**config.mk**
```make
export PLATFORM = sky130hd
export DESIGN_NAME = byte_stuffing_frame_decoder
export DESIGN_NICKNAME = d
export VERILOG_FILES = /design/src/rtl/bsfd_pkg.sv /design/src/rtl/byte_stuffing_frame_decoder.sv /design/src/rtl/bsfd_decode.sv /design/src/rtl/bsfd_out_buf.sv
export SDC_FILE = /design/constraint.sdc
export NUM_CORES = 1
export LEC_CHECK = 0
export BUFFER_PORTS_ARGS = -buffer_cell sky130_fd_sc_hd__buf_4
export CAP_MARGIN = 20
export CORE_MARGIN = 4
export CORE_UTILIZATION = 40
export CTS_BUF_LIST = sky130_fd_sc_hd__clkbuf_4 sky130_fd_sc_hd__clkbuf_8
export DETAILED_ROUTE_END_ITERATION = 10
export HOLD_SLACK_MARGIN = 0.1
export SLEW_MARGIN = 20
export SYNTH_ARGS = -nofsm -noshare
export SYNTH_HDL_FRONTEND = slang
export SYNTH_SLANG_ARGS = --single-unit
```
**constraint.sdc**
```tcl
create_clock -name i_clk -period 2.8 [get_ports i_clk]
set_input_delay 0.7 -clock i_clk [delete_from_list [all_inputs] [get_ports i_clk]]
set_output_delay 0.7 -clock i_clk [all_outputs]
set_load 0.01 [all_outputs]
```
**src/rtl/bsfd_pkg.sv**
```systemverilog
// ----------------------------------------------------------------------------
// bsfd_pkg
// Types and constants of the byte-stuffing frame decoder.
// ----------------------------------------------------------------------------
package bsfd_pkg;

    localparam int unsigned BYTE_W = 8;
    localparam int unsigned ERR_W  = 2;
    localparam int unsigned IDX_W  = 2;

    localparam logic [ERR_W-1:0] ERR_NONE       = 2'd0;
    localparam logic [ERR_W-1:0] ERR_TERMINATED = 2'd1;
    localparam logic [ERR_W-1:0] ERR_ILLEGAL    = 2'd2;

    localparam logic [IDX_W-1:0] CFG_FRAME_BOUND = 2'd0;
    localparam logic [IDX_W-1:0] CFG_ESCAPE      = 2'd1;
    localparam logic [IDX_W-1:0] CFG_ECHO_BOUND  = 2'd2;
    localparam logic [IDX_W-1:0] CFG_ECHO_ESCAPE = 2'd3;

    localparam logic [BYTE_W-1:0] RST_FRAME_BOUND = 8'd126;
    localparam logic [BYTE_W-1:0] RST_ESCAPE      = 8'd125;
    localparam logic [BYTE_W-1:0] RST_ECHO_BOUND  = 8'd94;
    localparam logic [BYTE_W-1:0] RST_ECHO_ESCAPE = 8'd93;

    typedef struct packed {
        logic              we;
        logic [IDX_W-1:0]  idx;
        logic [BYTE_W-1:0] wdata;
    } t_cfg_wr;

    typedef struct packed {
        logic [BYTE_W-1:0] data_byte;
        logic              data_valid;
        logic              frame_end;
        logic [ERR_W-1:0]  error_code;
    } t_result;

endpackage

```
**src/rtl/byte_stuffing_frame_decoder.sv**
```systemverilog
// ----------------------------------------------------------------------------
// byte_stuffing_frame_decoder
// Deframes a byte-stuffed link stream: bounds, escapes and error drop.
//
//   channel   dir  payload
//   s_*       in   tdata[7:0] byte_in
//   m_*       out  tdata[7:0] data_byte, [8] data_valid; tlast frame_end;
//                  tuser[1:0] error_code
//   cfg_*     in   idx 0..3 selects a code register, wdata 8 bits
//
// One byte accepted per cycle while s_tready is high; its result is registered
// in the output register, or the skid stage if the output stalls. Decode and
// next-flag logic are combinational. s_tready drops only while the skid holds
// an item. Reset is synchronous and restores the default codes and flags.
// ----------------------------------------------------------------------------
module byte_stuffing_frame_decoder (
    input  logic       i_clk,
    input  logic       i_rst_n,
    input  logic       i_cfg_we,
    input  logic [1:0] i_cfg_idx,
    input  logic [7:0] i_cfg_wdata,
    input  logic       i_s_tvalid,
    output logic       o_s_tready,
    input  logic [7:0] i_s_tdata,   // [7:0] byte_in
    output logic       o_m_tvalid,
    input  logic       i_m_tready,
    output logic [15:0] o_m_tdata,  // [7:0] data_byte, [8] data_valid, rest zero
    output logic       o_m_tlast,
    output logic [1:0] o_m_tuser    // [1:0] error_code
);
    import bsfd_pkg::*;

    t_cfg_wr w_cfg;
    t_result w_res;
    t_result w_out;
    logic    w_res_valid;
    logic    w_accept;

    assign w_cfg.we    = i_cfg_we;
    assign w_cfg.idx   = i_cfg_idx;
    assign w_cfg.wdata = i_cfg_wdata;
    assign w_accept    = i_s_tvalid && o_s_tready;

    bsfd_decode u_decode (
        .i_clk       (i_clk),
        .i_rst_n     (i_rst_n),
        .i_cfg       (w_cfg),
        .i_accept    (w_accept),
        .i_byte      (i_s_tdata),
        .o_res_valid (w_res_valid),
        .o_res       (w_res)
    );

    bsfd_out_buf u_out_buf (
        .i_clk       (i_clk),
        .i_rst_n     (i_rst_n),
        .i_push      (w_accept && w_res_valid),
        .i_data      (w_res),
        .o_ready     (o_s_tready),
        .o_valid     (o_m_tvalid),
        .o_data      (w_out),
        .i_pop_ready (i_m_tready)
    );

    assign o_m_tdata = {7'd0, w_out.data_valid, w_out.data_byte};
    assign o_m_tlast = w_out.frame_end;
    assign o_m_tuser = w_out.error_code;

endmodule

```
**src/rtl/bsfd_decode.sv**
```systemverilog
// ----------------------------------------------------------------------------
// bsfd_decode
// Code registers, escape and discard flags, and the per-byte decode.
// ----------------------------------------------------------------------------
module bsfd_decode (
    input  logic                    i_clk,
    input  logic                    i_rst_n,
    input  bsfd_pkg::t_cfg_wr       i_cfg,
    input  logic                    i_accept,
    input  logic [7:0]              i_byte,
    output logic                    o_res_valid,
    output bsfd_pkg::t_result       o_res
);
    import bsfd_pkg::*;

    logic [BYTE_W-1:0] r_frame_bound;
    logic [BYTE_W-1:0] r_escape;
    logic [BYTE_W-1:0] r_echo_bound;
    logic [BYTE_W-1:0] r_echo_escape;
    logic              r_escape_pending;
    logic              r_discarding;
    logic              n_escape_pending;
    logic              n_discarding;

    always_ff @(posedge i_clk) begin
        if (!i_rst_n) begin
            r_frame_bound <= RST_FRAME_BOUND;
            r_escape      <= RST_ESCAPE;
            r_echo_bound  <= RST_ECHO_BOUND;
            r_echo_escape <= RST_ECHO_ESCAPE;
        end else if (i_cfg.we) begin
            unique case (i_cfg.idx)
                CFG_FRAME_BOUND: r_frame_bound <= i_cfg.wdata;
                CFG_ESCAPE:      r_escape      <= i_cfg.wdata;
                CFG_ECHO_BOUND:  r_echo_bound  <= i_cfg.wdata;
                CFG_ECHO_ESCAPE: r_echo_escape <= i_cfg.wdata;
                default:         r_frame_bound <= r_frame_bound;
            endcase
        end
    end

    always_comb begin
        n_escape_pending = r_escape_pending;
        n_discarding     = r_discarding;
        o_res_valid      = 1'b0;
        o_res            = '0;
        priority if (i_byte == r_frame_bound) begin
            o_res_valid      = 1'b1;
            o_res.frame_end  = 1'b1;
            o_res.error_code = r_escape_pending ? ERR_TERMINATED : ERR_NONE;
            n_escape_pending = 1'b0;
            n_discarding     = 1'b0;
        end else if (r_discarding) begin
            o_res_valid = 1'b0;
        end else if (r_escape_pending) begin
            n_escape_pending = 1'b0;
            o_res_valid      = 1'b1;
            priority if (i_byte == r_echo_bound) begin
                o_res.data_byte  = r_frame_bound;
                o_res.data_valid = 1'b1;
            end else if (i_byte == r_echo_escape) begin
                o_res.data_byte  = r_escape;
                o_res.data_valid = 1'b1;
            end else begin
                o_res.error_code = ERR_ILLEGAL;
                n_discarding     = 1'b1;
            end
        end else if (i_byte == r_escape) begin
            n_escape_pending = 1'b1;
        end else begin
            o_res_valid      = 1'b1;
            o_res.data_byte  = i_byte;
            o_res.data_valid = 1'b1;
        end
    end

    always_ff @(posedge i_clk) begin
        if (!i_rst_n) begin
            r_escape_pending <= 1'b0;
            r_discarding     <= 1'b0;
        end else if (i_accept) begin
            r_escape_pending <= n_escape_pending;
            r_discarding     <= n_discarding;
        end
    end

endmodule

```
**src/rtl/bsfd_out_buf.sv**
```systemverilog
// ----------------------------------------------------------------------------
// bsfd_out_buf
// Output register with a skid stage; decouples the input from output stalls.
// ----------------------------------------------------------------------------
module bsfd_out_buf (
    input  logic                i_clk,
    input  logic                i_rst_n,
    input  logic                i_push,
    input  bsfd_pkg::t_result   i_data,
    output logic                o_ready,
    output logic                o_valid,
    output bsfd_pkg::t_result   o_data,
    input  logic                i_pop_ready
);
    import bsfd_pkg::*;

    logic    r_head_valid;
    logic    r_skid_valid;
    t_result r_head;
    t_result r_skid;
    logic    n_head_valid;
    logic    n_skid_valid;
    t_result n_head;
    t_result n_skid;

    always_comb begin
        n_head_valid = r_head_valid;
        n_skid_valid = r_skid_valid;
        n_head       = r_head;
        n_skid       = r_skid;
        if ((r_head_valid && i_pop_ready) || !r_head_valid) begin
            if (r_skid_valid) begin
                n_head       = r_skid;
                n_head_valid = 1'b1;
                n_skid_valid = 1'b0;
            end else begin
                n_head       = i_data;
                n_head_valid = i_push;
            end
        end else if (i_push) begin
            n_skid       = i_data;
            n_skid_valid = 1'b1;
        end
    end

    always_ff @(posedge i_clk) begin
        if (!i_rst_n) begin
            r_head_valid <= 1'b0;
            r_skid_valid <= 1'b0;
        end else begin
            r_head_valid <= n_head_valid;
            r_skid_valid <= n_skid_valid;
        end
    end

    always_ff @(posedge i_clk) begin
        r_head <= n_head;
        r_skid <= n_skid;
    end

    assign o_ready = !r_skid_valid;
    assign o_valid = r_head_valid;
    assign o_data  = r_head;

endmodule

```
==> flow_summary.json <==
{
  "min_path_type": "register to register",
  "synth_xor_area_frac": 0.09272,
  "cts_sinks": 60,
  "path_clk_slew_ns": 0.07,
  "cts-resized-gates": 0,
  "critPathCaptureType": "register",
  "synth_edf_count": 24,
  "routedWlPerCell_um": 14.88,
  "rr_worst_depth": 5,
  "peakVddDrop_mv": 0.3405,
  "synth-async-reset-ratio": 0,
  "vias_per_cell": 5.049,
  "ios": 44,
  "synth_top_family_by_area": "simple AND/OR/NAND/NOR gates",
  "cp.required_ns": 2.95,
  "whs_endpoint": "u_decode.r_echo_escape[1]$_SDFFE_PN0P_",
  "ys_types": 44,
  "post_cts_buffers": 0,
  "critPathMaxFanout": 11,
  "clk_path_buf_depth": 2,
  "synth.most_common_cell": "nand2_1",
  "avgSynthCellArea_um2": 9.566,
  "dp_hpwl_um": 4892,
  "grt_overflow_total": 0,
  "n_fill_cell": 730,
  "whs_path_depth": 2,
  "r2r_end": "u_out_buf.o_data[5]$_DFFE_PP_",
  "synthCells": 316,
  "synth_top_area_share": 0.2384,
  "synth_top_cell_by_area": "dfxtp_1",
  "power_w": 0.001977,
  "outcome": "finished, final reports clean",
  "dpl-instance-area_um2": 3292,
  "power.density_nw_per_um2": 566.8,
  "synthMuxAreaShare": 0.003725,
  "ant_nets": 0,
  "cts_made_buffers": 9,
  "synth_seq_cells": 60,
  "place_congestion": 0.8327,
  "drv_slew": 0,
  "tritoncts": "done",
  "clockRootBuffer": "clkbuf_8",
  "grt_setup_unrepaired": "false",
  "wl_met2_um": 2974,
  "dr.pass1.iters": 4,
  "finalCriticalPeriod_ns": 2.313,
  "drt-initial-drc-count": 122,
  "start_util": 0.4146,
  "grt_pass1_wl_um": 11110,
  "die_y_um": 94.93,
  "post-route-period-util": 0.8261,
  "synth_compound_area_frac": 0.1221,
  "syn_to_final_growth_pct": 15.40,
  "synth-simple-area-share": 0.2289,
  "fin_skew_ns": 0.008091,
  "fin_area_um2": 3488,
  "place_inst": 432,
  "synth_area_um2": 3023,
  "final-setup-viol-count": 0,
  "nets": 367,
  "drv_cap": 0,
  "synth_ff_type": "dfxtp_1",
  "synth_fa_ha_area_frac": 0,
  "ys_seq_area_frac": 0.4768,
  "die_w_um": 94.93,
  "fmax_ghz": 0.4323,
  "antenna_found_initial": 0,
  "wirelength_um": 6665,
  "clock_latency_ns": 0.34,
  "ys_top_cells_by_area": "dfxtp_1 (24%), edfxtp_1 (24%), nand2_1 (9.7%)",
  "min_from": "u_decode.r_echo_escape[1]$_SDFFE_PN0P_",
  "grt.total_usage": 0.1616,
  "ff2ff_setup_slack_ns": 0.65,
  "reg2reg_from": "u_decode.r_echo_bound[5]$_SDFFE_PN0P_",
  "met1_length_um": 3208,
  "fin_cells": 448,
  "setup.worst_path.class": "primary input to register",
  "route.vias.total": 2262,
  "worst_pin_slew_ns": 0.5619,
  "htree_levels": 3,
  "drive_gt1_frac": 0.2206,
  "cp-start-kind": "primary input",
  "synthTopCellsByCount": "nand2_1 (78), dfxtp_1 (36), nand3_1 (26), edfxtp_1 (24), xor2_1 (17)",
  "topRoutingLayerUsed": "met4",
  "die-area_um2": 9012,
  "first_global_vias": 2225,
  "final.setup.tns_ns": 0,
  "wl_met3_um": 352,
  "holdBufCountCts": 0,
  "arrival_ns": 2.46,
  "io_buffers": 36,
  "antenna_cells": 0,
  "core_area_um2": 7292,
  "maxSlewHeadroom": 0.6220,
  "drc": 0,
  "hold_viol": 0,
  "yosysWarnings": 0,
  "grt_max_degree": 39,
  "p_leak_nw": 1.384,
  "rows": 31
}
## worst max path at each step
stage	start	to	slack [ns]	depth (start not counted)
final	i_s_tdata[1]	u_out_buf.o_data[5]$_DFFE_PP_	0.49	6
after detailed placement	i_s_tdata[7]	u_out_buf.o_data[5]$_DFFE_PP_	0.16	6
after global placement	i_s_tdata[7]	u_out_buf.o_data[5]$_DFFE_PP_	0.21	6
after CTS	i_s_tdata[7]	u_out_buf.o_data[5]$_DFFE_PP_	0.50	6
after floorplan	i_s_tdata[5]	u_out_buf.r_skid[0]$_DFFE_PP_	0.28	5
after global routing	i_s_tdata[1]	u_out_buf.o_data[5]$_DFFE_PP_	0.27	6
## critical path, stage by stage
cell and delay (ns):
buf_4 0.14, xor2_1 0.14, nor4_1 0.51, and2_1 0.43
a221oi_1 0.18, o41ai_1 0.36
## report_power, final
group / leakage [nW] / switching (W) / internal, W
combinational: 0.759 / 0.000122 / 0.000100
clock: 0.100 / 0.000339 / 0.000439
sequential: 0.526 / 0.0000242 / 0.000953
## area by class of cell
| class | instances | area, um2 | share of cell area |
|---|---|---|---|
| Clock inverter | 5 | 51.30 | 0.01471 |
| Timing Repair Buffer | 42 | 327.8 | 0.09397 |
| Inverter | 4 | 15.01 | 0.004304 |
| Sequential cell | 60 | 1441 | 0.4132 |
| Multi-Input combinational cell | 227 | 1384 | 0.3967 |
| Clock buffer | 11 | 145.1 | 0.04161 |
| Tap cell | 99 | 123.9 | 0.03551 |
## through the flow
stage	setup slack, ns	hold slack [ns]	util
after floorplan	0.2825	0.4553	-
after global placement	0.2099	0.4638	0.4514
after detailed placement	0.1612	0.4709	0.4514
after CTS	0.5038	0.4800	0.4784
after global routing	0.2698	0.5170	0.4784
final	0.4868	0.4801	0.4784
## per-layer routing
layer | global-route usage | vias up
li1 | - | 1134
met1 | 0.2186 | 1058
met2 | 0.2454 | 60
met3 | 0.04382 | 10
met4 | 0.06250 | 0
met5 | 0 | -
## sequential cells by signal, summed over array words and instances (netlist names)
signal and cells:
u_out_buf.r_skid 12, u_out_buf.o_valid 1, u_out_buf.o_data 12, u_decode.r_echo_escape 8
u_decode.r_frame_bound 8, u_decode.r_discarding 1, u_decode.r_escape 8, u_out_buf.r_skid_valid 1
u_decode.r_echo_bound 8, u_decode.r_escape_pending 1
## cells by family (layout without fill, tap and decap cells)
kind of cell,after synthesis,count (layout)
compound gates,38,38
other cells,1,7
simple gates,149,149
flops,60,60
xor+xnor,32,32
buf+inv,35,62
mux,1,1
## layout by cell type, fill, tap and decap left out, types with 2 or more instances in the layout
master and count:
nand2_1 78, buf_4 41, dfxtp_1 36, nand3_1 26
edfxtp_1 24, xor2_1 17, xnor2_1 15, nor2_1 11
a21boi_0 11, clkbuf_8 10, a221oi_1 8, nor3_1 8
o41ai_2 7, conb_1 7, o21ai_0 5, nor4_1 4
inv_1 3, nand4_1 3, or2_2 3, clkinv_1 2
nor3b_1 2, nand3b_1 2, clkinv_2 2
No activity file was read; power rests on OpenSTA's default activity.
